## config.mk

```make
export PLATFORM = sky130hd
export DESIGN_NAME = dram_bank_address_remap_top
export DESIGN_NICKNAME = d
export VERILOG_FILES = /design/src/rtl/dbar_pkg.sv /design/src/rtl/dbar_csr.sv /design/src/rtl/dbar_remap.sv /design/src/rtl/dram_bank_address_remap_top.sv
export SDC_FILE = /design/constraint.sdc
export NUM_CORES = 1
export LEC_CHECK = 0
export ABC_AREA = 1
export BUFFER_PORTS_ARGS = -buffer_cell sky130_fd_sc_hd__buf_2
export CAP_MARGIN = 30
export CORE_UTILIZATION = 40
export CTS_BUF_LIST = sky130_fd_sc_hd__clkbuf_8
export DETAILED_ROUTE_END_ITERATION = 10
export PLACE_DENSITY = 0.69
export SLEW_MARGIN = 20
export SYNTH_ARGS = -nofsm -noshare
export SYNTH_HDL_FRONTEND = slang
export SYNTH_SLANG_ARGS = --single-unit
```

## constraint.sdc

```tcl
create_clock -name clock -period 4.2 [get_ports clock]
set_input_delay 0.63 -clock clock [delete_from_list [all_inputs] [get_ports clock]]
set_output_delay 0.63 -clock clock [all_outputs]
set_load 0.005 [all_outputs]
```

## src/rtl/dbar_pkg.sv

```systemverilog
// Package for the DRAM bank address remap block.
// Holds size and status codes, register indexes, the configuration struct
// and the size and line-mask helper functions. Depends on nothing.
package dbar_pkg;

   localparam int AddrWidth      = 24;
   localparam int MapWidth       = 22;
   localparam int OffsetWidth    = 23;
   localparam int CsrIndexWidth  = 3;
   localparam int CsrDataWidth   = 23;
   localparam int RspDataWidth   = 24;

   localparam logic [AddrWidth-1:0]   WindowTop    = 24'h40_0000;
   localparam logic [OffsetWidth-1:0] InstalledRst = 23'h40_0000;

   typedef enum logic [1:0] {
      SIZE_128K = 2'd0,
      SIZE_512K = 2'd1,
      SIZE_2M   = 2'd2,
      SIZE_NONE = 2'd3
   } size_type;

   typedef enum logic [1:0] {
      STATUS_OK      = 2'd0,
      STATUS_BUS_ERR = 2'd1,
      STATUS_GAP     = 2'd2,
      STATUS_PAST    = 2'd3
   } status_type;

   typedef enum logic [CsrIndexWidth-1:0] {
      CSR_CTRL_BANK0 = 3'd0,
      CSR_CTRL_BANK1 = 3'd1,
      CSR_RAM_BANK0  = 3'd2,
      CSR_RAM_BANK1  = 3'd3,
      CSR_EARLY      = 3'd4,
      CSR_INSTALLED  = 3'd5
   } csr_index_type;

   typedef struct packed {
      size_type                 ctrl_bank0_size;
      size_type                 ctrl_bank1_size;
      size_type                 ram_bank0_size;
      size_type                 ram_bank1_size;
      logic                     early_model_decoding;
      logic [OffsetWidth-1:0]   installed_bytes;
   } cfg_type;

   function automatic logic [OffsetWidth-1:0] size_bytes(input size_type code);
      logic [OffsetWidth-1:0] bytes;
      unique case (code)
         SIZE_128K: bytes = 23'h02_0000;
         SIZE_512K: bytes = 23'h08_0000;
         SIZE_2M:   bytes = 23'h20_0000;
         default:   bytes = '0;
      endcase
      return bytes;
   endfunction

   // Row and column lines missing on the fitted chips.
   function automatic logic [OffsetWidth-1:0] line_mask(input size_type ctrl,
                                                        input size_type ram,
                                                        input logic early);
      logic [OffsetWidth-1:0] mask;
      mask = '0;
      if (ctrl == SIZE_2M && ram == SIZE_512K) begin
         mask = early ? ((23'd1 << 20) | (23'd1 << 10))
                      : ((23'd1 << 20) | (23'd1 << 19));
      end else if (ctrl == SIZE_2M && ram == SIZE_128K) begin
         mask = early ? ((23'd1 << 20) | (23'd1 << 19) | (23'd1 << 10) | (23'd1 << 9))
                      : ((23'd1 << 20) | (23'd1 << 19) | (23'd1 << 18) | (23'd1 << 17));
      end else if (ctrl == SIZE_512K && ram == SIZE_128K) begin
         mask = early ? ((23'd1 << 18) | (23'd1 << 9))
                      : ((23'd1 << 18) | (23'd1 << 17));
      end
      return mask;
   endfunction

endpackage

```

## src/rtl/dbar_csr.sv

```systemverilog
// Configuration registers of the DRAM bank address remap block.
// Depends on dbar_pkg for the register indexes and the cfg_type struct.
module dbar_csr (
   input  logic                                 clock,
   input  logic                                 reset,
   input  logic                                 csr_valid,
   output logic                                 csr_ready,
   input  logic [dbar_pkg::CsrIndexWidth-1:0]   csr_index,
   input  logic [dbar_pkg::CsrDataWidth-1:0]    csr_data,
   output dbar_pkg::cfg_type                    cfg
);
   import dbar_pkg::*;

   cfg_type cfg_ff;
   cfg_type cfg_in;

   assign csr_ready = 1'b1;
   assign cfg       = cfg_ff;

   always_comb begin
      cfg_in = cfg_ff;
      if (csr_valid) begin
         unique case (csr_index)
            CSR_CTRL_BANK0: cfg_in.ctrl_bank0_size      = size_type'(csr_data[1:0]);
            CSR_CTRL_BANK1: cfg_in.ctrl_bank1_size      = size_type'(csr_data[1:0]);
            CSR_RAM_BANK0:  cfg_in.ram_bank0_size       = size_type'(csr_data[1:0]);
            CSR_RAM_BANK1:  cfg_in.ram_bank1_size       = size_type'(csr_data[1:0]);
            CSR_EARLY:      cfg_in.early_model_decoding = csr_data[0];
            CSR_INSTALLED:  cfg_in.installed_bytes      = csr_data;
            default:        cfg_in = cfg_ff;
         endcase
      end
   end

   always_ff @(posedge clock) begin
      if (reset) begin
         cfg_ff.ctrl_bank0_size      <= SIZE_2M;
         cfg_ff.ctrl_bank1_size      <= SIZE_2M;
         cfg_ff.ram_bank0_size       <= SIZE_2M;
         cfg_ff.ram_bank1_size       <= SIZE_2M;
         cfg_ff.early_model_decoding <= 1'b1;
         cfg_ff.installed_bytes      <= InstalledRst;
      end else begin
         cfg_ff <= cfg_in;
      end
   end

endmodule

```

## src/rtl/dbar_remap.sv

```systemverilog
// Combinational address translation: window check, bank select, line masking,
// bank 1 rebase and installed-memory check. Depends on dbar_pkg.
module dbar_remap (
   input  logic [dbar_pkg::AddrWidth-1:0]  cpu_address,
   input  dbar_pkg::cfg_type               cfg,
   output logic [dbar_pkg::MapWidth-1:0]   mapped_address,
   output dbar_pkg::status_type            map_status
);
   import dbar_pkg::*;

   logic [OffsetWidth-1:0] size0;
   logic [OffsetWidth-1:0] size1;
   logic [OffsetWidth-1:0] ram0_bytes;
   logic [OffsetWidth-1:0] addr_low;
   logic [OffsetWidth-1:0] offset1;
   logic [OffsetWidth-1:0] offset;
   logic [OffsetWidth-1:0] masked;
   logic [OffsetWidth-1:0] rebased;
   logic                   bus_err;
   logic                   second;
   size_type               ctrl_sel;
   size_type               ram_sel;

   always_comb begin
      size0      = size_bytes(cfg.ctrl_bank0_size);
      size1      = size_bytes(cfg.ctrl_bank1_size);
      ram0_bytes = size_bytes(cfg.ram_bank0_size);
      bus_err    = cpu_address > WindowTop;
      addr_low   = cpu_address[OffsetWidth-1:0];
      second     = addr_low >= size0;
      offset1    = addr_low - size0;
      offset     = second ? offset1 : addr_low;
      ctrl_sel   = second ? cfg.ctrl_bank1_size : cfg.ctrl_bank0_size;
      ram_sel    = second ? cfg.ram_bank1_size  : cfg.ram_bank0_size;
      masked     = offset & ~line_mask(ctrl_sel, ram_sel, cfg.early_model_decoding);
      rebased    = second ? masked + ram0_bytes : masked;

      if (bus_err) begin
         map_status = STATUS_BUS_ERR;
      end else if (second && offset1 >= size1) begin
         map_status = STATUS_GAP;
      end else if (ram_sel == SIZE_NONE) begin
         map_status = STATUS_GAP;
      end else if (rebased >= cfg.installed_bytes) begin
         map_status = STATUS_PAST;
      end else begin
         map_status = STATUS_OK;
      end

      mapped_address = (map_status == STATUS_OK) ? rebased[MapWidth-1:0] : '0;
   end

endmodule

```

## src/rtl/dram_bank_address_remap_top.sv

```systemverilog
// Top level of the DRAM bank address remap block.
// Depends on dbar_pkg, dbar_csr and dbar_remap.
//
// Usage:
//   req_ channel: one 24-bit CPU byte address per item in req_tdata.
//   rsp_ channel: one result per item, mapped address in rsp_tdata and the
//   status code in rsp_tuser (ok, bus error, gap, past installed memory).
//   csr_ channel: register writes by index; always ready.
//   Write registers only while no item is in flight.
// Path: each address is captured in the input register, translated combinationally
// and captured in the result register, which drives rsp_tvalid and the result.
// Throughput: one item per cycle while rsp_tready is high, set by the single-pass
// translation between the two registers.
// Reset: synchronous, active high; both stages empty, registers return to
// 2 MiB banks, early-model masking and 4 MiB installed.
// Stall: when rsp_tready is low the result register holds; the input
// register fills behind it and req_tready drops only once both are full.
module dram_bank_address_remap_top (
   input  logic                                 clock,
   input  logic                                 reset,
   input  logic                                 req_tvalid,
   output logic                                 req_tready,
   input  logic [dbar_pkg::AddrWidth-1:0]       req_tdata,   // [23:0] cpu_address
   output logic                                 rsp_tvalid,
   input  logic                                 rsp_tready,
   output logic [dbar_pkg::RspDataWidth-1:0]    rsp_tdata,   // [21:0] mapped_address, [23:22] 0
   output logic [1:0]                           rsp_tuser,   // [1:0] map_status
   input  logic                                 csr_valid,
   output logic                                 csr_ready,
   input  logic [dbar_pkg::CsrIndexWidth-1:0]   csr_index,
   input  logic [dbar_pkg::CsrDataWidth-1:0]    csr_data
);
   import dbar_pkg::*;

   cfg_type                 cfg;
   logic                    in_valid_ff;
   logic                    in_valid_in;
   logic [AddrWidth-1:0]    in_addr_ff;
   logic                    out_valid_ff;
   logic                    out_valid_in;
   logic [MapWidth-1:0]     out_addr_ff;
   status_type              out_status_ff;
   logic [MapWidth-1:0]     calc_addr;
   status_type              calc_status;
   logic                    out_ready;
   logic                    in_ready;

   dbar_csr u_csr (
      .clock     (clock),
      .reset     (reset),
      .csr_valid (csr_valid),
      .csr_ready (csr_ready),
      .csr_index (csr_index),
      .csr_data  (csr_data),
      .cfg       (cfg)
   );

   dbar_remap u_remap (
      .cpu_address    (in_addr_ff),
      .cfg            (cfg),
      .mapped_address (calc_addr),
      .map_status     (calc_status)
   );

   assign out_ready  = !out_valid_ff || rsp_tready;
   assign in_ready   = !in_valid_ff || out_ready;
   assign req_tready = in_ready;

   assign in_valid_in  = in_ready ? req_tvalid : in_valid_ff;
   assign out_valid_in = out_ready ? in_valid_ff : out_valid_ff;

   always_ff @(posedge clock) begin
      if (reset) begin
         in_valid_ff  <= 1'b0;
         out_valid_ff <= 1'b0;
      end else begin
         in_valid_ff  <= in_valid_in;
         out_valid_ff <= out_valid_in;
      end
   end

   always_ff @(posedge clock) begin
      if (in_ready && req_tvalid) begin
         in_addr_ff <= req_tdata;
      end
      if (out_ready && in_valid_ff) begin
         out_addr_ff   <= calc_addr;
         out_status_ff <= calc_status;
      end
   end

   assign rsp_tvalid = out_valid_ff;
   assign rsp_tdata  = {{(RspDataWidth-MapWidth){1'b0}}, out_addr_ff};
   assign rsp_tuser  = out_status_ff;

endmodule

```

Word-level counts from Yosys, hierarchy flattened
Cells that the tools add are included.
{ "totals": {"memories": 0, "ram_bits": 0, "reg_bits": 82, "latchBits": 0, "romBits": 0, "wordCells": 73} }
{ "op_classes": {"reduce_logical": 22, "shifts": 0, "bitwise": 2, "eq_ne": 15, "mul": 0, "n_div": 0, "add_sub_neg": 2, "mux": 17, "magnitude_cmp": 4} }
{ "ops": {"columns": ["operator", "n"], "rows": [
  ["$pmux 22 s3", 3],
  ["$mux 23", 5],
  ["$ge 23x22->1", 2],
  ["$gt 24x23->1 const B", 1],
  ["$add 23x22->23", 1],
  ["$and 23x23->23", 1],
  ["$ge 23x23->1", 1],
  ["$not 23->23", 1],
  ["$sub 23x22->23", 1],
  ["$mux 20", 1],
  ["$mux 19", 1],
  ["$mux 18", 1],
  ["$mux 2", 6],
  ["$reduce_and 2->1", 6],
  ["$eq 2x1->1 const B", 5],
  ["$eq 2x2->1 const B", 5],
  ["$logic_not 2->1", 5],
  ["$eq 3x2->1 const B", 2],
  ["$eq 3x3->1 const B", 2],
  ["$logic_and 1x1->1", 6],
  ["$eq 3x1->1 const B", 1],
  ["$logic_not 3->1", 1],
  ["$logic_not 1->1", 2],
  ["$logic_or 1x1->1", 2]
]} }

Depth between registers and ports, before layout
Gate-level depths: netlist of run 1.
{ "logic_depth": {"depth_word": 19, "mapped_depth": 36} }

Cells and area by module
Synthesis of run 1 repeated with hierarchy kept, for this count alone.
{ "hier_totals": {"cells_unflattened": 589, "area_unflattened_um2": 4889.7} }
{ "modules_own_cells": {"columns": ["module", "cells_each", "area_per_inst_um2", "seq_area_each_um2", "n_inst"], "rows": [
  ["dbar_remap", 314, 1804.2, 0.0, 1],
  ["dram_bank_address_remap_top", 63, 1551.5, 1481.4, 1],
  ["dbar_csr", 212, 1534.0, 640.6, 1]
]} }

Worst setup path after synthesis of run 1
Ideal clock, no wire load.
{ "synth_path": {"path_kind": "reg2reg", "startpoint": "register u_csr.cfg_ff, in the netlist u_csr.cfg[30]", "endpoint": "register out_addr_ff[19], data pin", "stages_incl_launch_ff": 36, "required_ps": 3942, "arrival_ps": 3807, "setup_slack_ps": 136, "cell_sequence": "dfxtp_1 -> inv_1 -> nand2_1 -> ha_1 -> inv_1 -> nor2_1 -> nand2_1 -> nor2_1 -> nor2_4 -> nand2_4 -> buf_8 -> nand2_4 -> nand2_4 -> nand2_4 -> inv_2 -> nand2_4 -> inv_1 -> o21ai_0 -> a21boi_0 -> ha_1 -> nand2_1 -> inv_1 -> nand3_2 -> nand2_1 -> nand3b_1 -> nand2_1 -> nor2_2 -> ha_1 -> nand4_1 -> nor3_1 -> nand4_1 -> nand4_1 -> nor2_2 -> nand2_1 -> buf_4 -> a21oi_1"} }
{ "synth_via": {"elab_chain_cells": 19} }
{ "synth_lines": {"columns": ["item", "line", "rtl"], "rows": [
  ["start: declaration", "dbar_csr.sv:14", "cfg_type cfg_ff;"],
  ["start signal: assignment", "dbar_csr.sv:44", "cfg_ff <= cfg_in;"],
  ["$eq 2x2->1 (tied with other cells)", "dbar_pkg.sv:50", "unique case (code)"],
  ["$pmux 22 s3", "dbar_pkg.sv:50", null],
  ["$ge 23x22->1", "dbar_remap.sv:30", "second = addr_low >= size0;"],
  ["$mux 2 (on tied branches)", "dbar_remap.sv:33, dbar_remap.sv:34", null],
  ["$eq 2x1->1 or $logic_not 2->1 (tied branches)", "dbar_pkg.sv:71, dbar_pkg.sv:68", null],
  ["$logic_and 1x1->1", "dbar_pkg.sv:71", "end else if (ctrl == SIZE_512K && ram == SIZE_128K) begin"],
  ["$mux 23", "dbar_pkg.sv:71", null],
  ["$mux 23", "dbar_pkg.sv:68", "end else if (ctrl == SIZE_2M && ram == SIZE_128K) begin"],
  ["[3 not listed]", null, null],
  ["$add 23x22->23", "dbar_remap.sv:36", "rebased = second ? masked + ram0_bytes : masked;"],
  ["$mux 23", "dbar_remap.sv:36", null],
  ["$ge 23x23->1", "dbar_remap.sv:44", "end else if (rebased >= cfg.installed_bytes) begin"],
  ["$mux 2", "dbar_remap.sv:44", null],
  ["$mux 2", "dbar_remap.sv:42", "end else if (ram_sel == SIZE_NONE) begin"],
  ["$mux 2", "dbar_remap.sv:40", "end else if (second && offset1 >= size1) begin"],
  ["$mux 2", "dbar_remap.sv:38", "if (bus_err) begin"],
  ["$logic_not 2->1", "dbar_remap.sv:50", "mapped_address = (map_status == STATUS_OK) ? rebased[MapWidth-1:0] : '0;"],
  ["end signal: assignment", "dram_bank_address_remap_top.sv:87", "out_addr_ff <= calc_addr;"],
  ["end: declaration", "dram_bank_address_remap_top.sv:41", "logic [MapWidth-1:0] out_addr_ff;"]
]} }
Several ways; a longest one is shown, not always the timed one.
A chain may end at the register's enable or synchronous reset.

Worst setup path after layout of run 1
{ "layout_path": {"startpoint": "register in_addr_ff[17]", "endpoint": "register out_addr_ff[10], data pin"} }
{ "layout_via": {"elab_chain_cells": 17} }
{ "layout_lines": {"columns": ["item", "line", "rtl"], "rows": [
  ["start: declaration", "dram_bank_address_remap_top.sv:38", "logic [AddrWidth-1:0] in_addr_ff;"],
  ["start signal: assignment", "dram_bank_address_remap_top.sv:84", "in_addr_ff <= req_tdata;"],
  ["$ge 23x22->1", "dbar_remap.sv:30", null],
  ["$mux 2 (on tied branches)", "dbar_remap.sv:33, dbar_remap.sv:34", null],
  ["$eq 2x1->1 or $logic_not 2->1 (tied branches)", "dbar_pkg.sv:71, dbar_pkg.sv:68", null],
  ["$logic_and 1x1->1", "dbar_pkg.sv:71", null],
  ["$mux 23", "dbar_pkg.sv:71", null],
  ["$mux 23", "dbar_pkg.sv:68", null],
  ["$mux 23", "dbar_pkg.sv:65", "if (ctrl == SIZE_2M && ram == SIZE_512K) begin"],
  ["$not 23->23", "dbar_remap.sv:35", "masked = offset & ~line_mask(ctrl_sel, ram_sel, cfg.early_model_decoding);"],
  ["[2 not listed]", null, null],
  ["$mux 23 (*)", "dbar_remap.sv:36", null],
  ["net u_remap.rebased[19]", "dbar_remap.sv:18", "logic [OffsetWidth-1:0] rebased;"],
  ["$ge 23x23->1 (*)", "dbar_remap.sv:44", null],
  ["$mux 2 (*)", "dbar_remap.sv:44", null],
  ["$mux 2 (*)", "dbar_remap.sv:42", null],
  ["$mux 2 (*)", "dbar_remap.sv:40", null],
  ["$mux 2 (*)", "dbar_remap.sv:38", null],
  ["$logic_not 2->1 (*)", "dbar_remap.sv:50", null]
]} }
The timed path passes the listed nets; every way through them passes the cells marked *.

==> impl_metrics.csv, run 1 <==
group,metric,value,unit
run_status,status,"finished, violations left",
run_status,failed_checks,"setup timing",
final_layout,antennaDiodeCount,0,
route,num_vias,3941,
logic_synthesis,synth.avg_cell_area,8.68,µm²
clock_tree,worstSkewPairLatency,360,ps
logic_synthesis,yosysTopAreaCell,"edfxtp_1",
timing,fin_crit,4350,ps
final_layout,nets,739,
timing,finalSetupViolCount,22,
power,power.density,351,nW/µm²
route,drt_iter0_drc,238,
power,leakage,2.74,nW
global_route,grt_max_degree,32,
power,p_sw,0.636,mW
critical_path,crit_type,"reg -> reg",
logic_synthesis,yosysUniqueCellTypes,34,
placement,placed_area,5290,µm²
timing,fin_crit_sh,104,%
global_route,first_global_vias,3777,
logic_synthesis,yosys-top-cells-area,"edfxtp_1 33%, dfxtp_1 15%, ha_1 9.7%",
logic_synthesis,synthCells,506,
floorplanning,dieArea,11400,µm²
floorplanning,start_util,42.0,%
timing,slew_headroom,42.2,%
clock_tree,cts_buffer_depth,2,
route,drc,0,
global_route,gr-total-overflow,0,
clock_tree,cts_buffers,9,
global_route,grt.total_usage,20.3,%
power,internal-power,1.49,mW
placement,post-place-ws,-252,ps
power,switching_share,29.9,%
final_layout,final_cell_area,6040,µm²
critical_path,worstSetupEndpointType,"flop",
floorplanning,die_h,107,µm
global_route,use_met1,26.0,%
floorplanning,die_width,107,µm
critical_path,cpMaxStageDelayCell,"edfxtp_1",
clock_tree,tritoncts,"built",
power,combPwrFrac,25.5,%
route,wl_per_cell,14.7,µm
power,p_seq_share,43.0,%
final_layout,syn_to_final_growth,37.6,%
worst_hold_path,hp-class,"in -> reg",
power,total_power,2.12,mW
route,ant_nets,0,
global_route,grt.busiest_layer,"met2",
floorplanning,pin_count,84,
logic_synthesis,yosys_register_bits,82,
clock_tree,h-tree-depth,3,
job,maxCapViolCount,0,
final_layout,drive_above_1_share,39.1,%
final_layout,fillers,927,
placement,io_buffers,80,
clock_tree,clkTransAtPathRegs,90,ps
placement,gp_congestion,0.874,
placement,dp.cells,757,
route,wl,11600,µm
logic_synthesis,ys_seq_area_share,48.3,%
clock_tree,cts_sinks,82,
timing,setup_slack,-152,ps
timing,tightest_slew,866,ps
floorplanning,core,10500,µm²
critical_path,critPathMaxFanout,7,
timing,hold_violations,0,
global_route,grt.met2_usage,34.0,%
global_route,antenna_found_initial,0,
final_layout,fin_cells,791,
logic_synthesis,ys_warn_count,0,
route,drtPass1Iterations,5,
route,vias_per_cell,4.98,
timing,finalSetupTns,-2740,ps
final_layout,fin_util,57.8,%
critical_path,worstPathRequired,4310,ps
logic_synthesis,syn_area,4390,µm²
floorplanning,num_rows,37,
timing,clock.fmax,0.230,GHz
critical_path,cp_slowest_stage_delay,380,ps
global_route,use_met3,3.34,%
critical_path,critPathArrivalTime,4460,ps
power,peakVddDrop,199,µV
timing,fin_skew,12.3,ps
placement,hpwlAfterDp,8370,µm
timing,grt_setup_unrepaired,"true",
critical_path,cp-start-kind,"flop",
power,clkPwrFrac,31.5,%
logic_synthesis,post-synth-top-area-fraction,32.8,%
clock_tree,root_buffer,"clkbuf_8",
global_route,grt_pass1_wl,17800,µm
timing,slew_violations,0,
timing,whs,432,ps
## sequential cells by signal, summed over array words and instances, names as in the netlist
register     flops
out_addr_ff     22
in_valid_ff      1
in_addr_ff      24
rsp_tuser        2
rsp_tvalid       1
u_csr.cfg       32
## placed cells by master (no fill, tap or decap), types with 11 or more instances in the layout
master / n
a21oi_1: 38
buf_2: 80
buf_4: 57
dfxtp_1: 32
edfxtp_1: 48
ha_1: 25
inv_1: 67
nand2_1: 64
nand2_2: 18
nand3_1: 11
nand4_1: 12
nor2_1: 44
nor2_2: 13
o21ai_0: 36
## Yosys cell counts, drive strengths merged
cell	number
nand2	92
inv	78
nor2	63
edfxtp	48
a21oi	46
o21ai	41
dfxtp	34
ha	34
nand3	21
nand4	12
buf	7
clkbuf	7
o211ai	7
conb	2
nor3	2
nor4	2
o21bai	2
xor2	2
a21boi	1
a311o	1
nand3b	1
nor4b	1
or2	1
xnor2	1
## routing by layer
metal / up-vias / routed length, µm / part of all wire, %
li1: 1978 / - / -
met1: 1826 / 5080 / 44
met2: 116 / 5720 / 49
met3: 21 / 530 / 4.6
met4: 0 / 309 / 2.7
met5: - / 0 / 0
## area by class of cell
class	count	area, µm²	share of cell area, %
multi-input cells	333	2250	37.2
flip-flops and latches	82	2120	35.2
repair buffers	146	972	16.1
inverters	78	295	4.89
well taps	136	170	2.82
clock buffers	9	124	2.05
clock inverters	7	106	1.76
## repair_timing
action / CTS / global route
gates cloned: 0 / 1
resized for setup: 28 / 63
pin swaps: 21 / 29
buffers inserted: 13 / 8
endpoints found under the setup margin: 23 / 24
endpoints found under the hold margin: 0 / 0
hold buffers: 0 / 0
## cell families (layout without fill, tap and decap cells)
family          count (synthesis)  after routing  synth area share, %
compound gates                 98             98                 12.2
xor+xnor                        3              3                0.598
fa+ha+maj                      34             34                 9.68
buf+inv                        92            240                 8.57
flops                          82             82                 48.3
other cells                     2              3                0.171
simple gates                  195            195                 20.5
## worst max-delay path, delay by kind of cell (launching register included)
kind                       cells  cell delay (ps)
and+or+nand+nor               21             2420
adders and majority gates      4              850
buffers and inverters          5              450
DFF                            1              380
## path summary, 6_finish.rpt
path,from,to,slack [ps],cells after the start
max,in_addr_ff[17]$_DFFE_PP_,out_addr_ff[10]$_SDFFCE_PP0P_,-150,30
min,req_tdata[5],in_addr_ff[5]$_DFFE_PP_,430,1
max reg2reg,in_addr_ff[17]$_DFFE_PP_,out_addr_ff[10]$_SDFFCE_PP0P_,-150,30
min reg2reg,u_csr.cfg[3]$_SDFFE_PP0P_,u_csr.cfg[3]$_SDFFE_PP0P_,470,2
## power by group through the flow
stage / clock network (mW) / registers [mW] / logic [mW]
final: 0.668 / 0.914 / 0.542
after global routing: 0.714 / 0.918 / 0.596
after CTS: 0.674 / 0.913 / 0.456
after detailed placement: 0 / 0.931 / 0.409
after global placement: 0 / 0.931 / 0.393
after floorplan: 0 / 0.928 / 0.251
Power figures use the tool's default switching activity.
==> run 2: changes to the inputs <==
- CORE_ASPECT_RATIO: not set -> 0.8
- PLACE_DENSITY: 0.69 -> 0.67
- clock period: 4.2 -> 5.1 ns (I/O delays scaled with it)
==> impl_metrics.csv, run 2 (synthesized netlist as in run 1, its figures left out) <==
group,metric,value,unit
global_route,grt_pass1_wl,17000,µm
clock_tree,tritoncts,"built",
placement,dp.cells,717,
route,vias_per_cell,4.95,
floorplanning,dieArea,11400,µm²
clock_tree,cts_buffers,9,
final_layout,final_common_cell,"nand2_1",
placement,hpwlAfterDp,8100,µm
final_layout,drive_above_1_share,22.7,%
final_layout,syn_to_final_growth,18.7,%
clock_tree,clkTransAtPathRegs,80,ps
floorplanning,num_rows,33,
final_layout,layout_common_cells,"81 x nand2_1, 80 x buf_2, 76 x inv_1",
critical_path,crit_family,"simple AND/OR/NAND/NOR gates",
global_route,grt.total_usage,19.6,%
timing,fin_skew,13.2,ps
power,power.density,279,nW/µm²
critical_path,cp_slowest_stage_delay,490,ps
timing,clock.fmax,0.209,GHz
route,wl,10600,µm
critical_path,cpMaxStageDelayCell,"edfxtp_1",
clock_tree,worstSkewPairLatency,370,ps
clock_tree,cts_sinks,82,
final_layout,antennaDiodeCount,0,
critical_path,critPathArrivalTime,4880,ps
global_route,antenna_found_initial,0,
run_status,status,"completed",
critical_path,critPathMaxFanout,17,
critical_path,crit_type,"reg -> reg",
clock_tree,cts_buffer_depth,2,
power,leakage,2.40,nW
global_route,grt_max_degree,42,
placement,io_buffers,80,
route,wl_per_cell,14.4,µm
timing,tightest_slew,797,ps
floorplanning,start_util,42.1,%
power,peakVddDrop,204,µV
timing,slew_headroom,46.8,%
job,maxCapViolCount,0,
clock_tree,root_buffer,"clkbuf_8",
route,drc,0,
floorplanning,core,10400,µm²
final_layout,nets,684,
global_route,gr-total-overflow,0,
floorplanning,die_h,95.7,µm
final_layout,final_cell_area,5210,µm²
critical_path,cp_num_buf_inv,5,
critical_path,cp-start-kind,"flop",
placement,gp_congestion,0.835,
route,drtPass1Iterations,5,
timing,fin_crit_sh,93.6,%
final_layout,fin_cells,739,
route,num_vias,3657,
route,drt_iter0_drc,209,
critical_path,worstPathRequired,5200,ps
route,ant_nets,0,
timing,slew_violations,0,
critical_path,worstSetupEndpointType,"flop",
global_route,first_global_vias,3519,
floorplanning,pin_count,84,
final_layout,largest_register_ffs,32,
floorplanning,die_width,119,µm
clock_tree,h-tree-depth,3,
timing,fin_crit,4780,ps
worst_hold_path,hp-class,"reg -> reg",
timing,hold_violations,0,
placement,placed_area,4930,µm²
clock_tree,cts_hold_buf,0,
timing,finalSetupViolCount,0,
-- run 2: changes by cell type in the layout (fill, tap and decap cells not counted), sizes merged --
| cell | before | now |
|---|---|---|
| buf | 145 | 90 |
| bufinv | 2 | 0 |
| clkbuf | 10 | 9 |
| clkinv | 1 | 3 |
| clkinvlp | 0 | 1 |
| inv | 82 | 80 |
| nand2 | 92 | 93 |
-- run 2: per-stage QoR --
stage	worst slack, ps	setup TNS, ps	util, %	hold slack (ps)	total power [mW]
final	324	0	49.9	467	1.46
after global routing	-30.6	-41.3	49.9	490	1.54
after CTS	127	0	48.6	471	1.45
after detailed placement	174	0	47.2	456	1.06
after global placement	287	0	47.0	451	1.05
after floorplan	1040	0	-	435	0.971
-- run 2: repair_timing --
action | CTS | global route
buffers inserted | 0 | 5
setup endpoints to repair | 0 | 22
resized for setup | 0 | 13
hold endpoints to repair | 0 | 0
-- run 2: final cells by class --
| class | count | area [µm²] |
|---|---|---|
| Tap cell | 140 | 175 |
| Clock inverter | 6 | 27.5 |
| Multi-Input combinational cell | 334 | 1950 |
| Fill cell | 1002 | 5230 |
| Inverter | 78 | 293 |
| Timing Repair Buffer | 90 | 515 |
| Sequential cell | 82 | 2120 |
| Clock buffer | 9 | 124 |
-- run 2: tightest hold or removal path: cells and delay by family, from the launching register on --
family,cells,cell delay (ps)
flip-flops,1,300
buffers and inverters,1,60
AO/OA/AOI/OAI,1,60
-- run 2: final timing paths --
kind | from | endpoint | slack [ps] | cells after the start
max reg2reg | in_addr_ff[19]$_DFFE_PP_ | out_addr_ff[10]$_SDFFCE_PP0P_ | 320 | 28
min reg2reg | u_csr.cfg[9]$_SDFFE_PP0P_ | u_csr.cfg[9]$_SDFFE_PP0P_ | 470 | 2
max | in_addr_ff[19]$_DFFE_PP_ | out_addr_ff[10]$_SDFFCE_PP0P_ | 320 | 28
min | u_csr.cfg[9]$_SDFFE_PP0P_ | u_csr.cfg[9]$_SDFFE_PP0P_ | 470 | 2
-- run 2: where the power goes --
part	switching (mW)	leakage, nW	total [mW]	internal, mW
Combinational	0.185	1.57	0.309	0.123
Clock	0.228	0.0826	0.394	0.166
Sequential	0.0177	0.749	0.753	0.736
-- run 2: routing by layer --
metal	track usage, %	part of all wire (%)	vias to the layer above	routed length (µm)
li1	-	-	1854	-
met2	29.3	42	120	4480
met4	7.59	1.8	0	189
met5	0	0	-	0
met3	5.92	6.9	16	732
met1	26.7	49	1667	5240
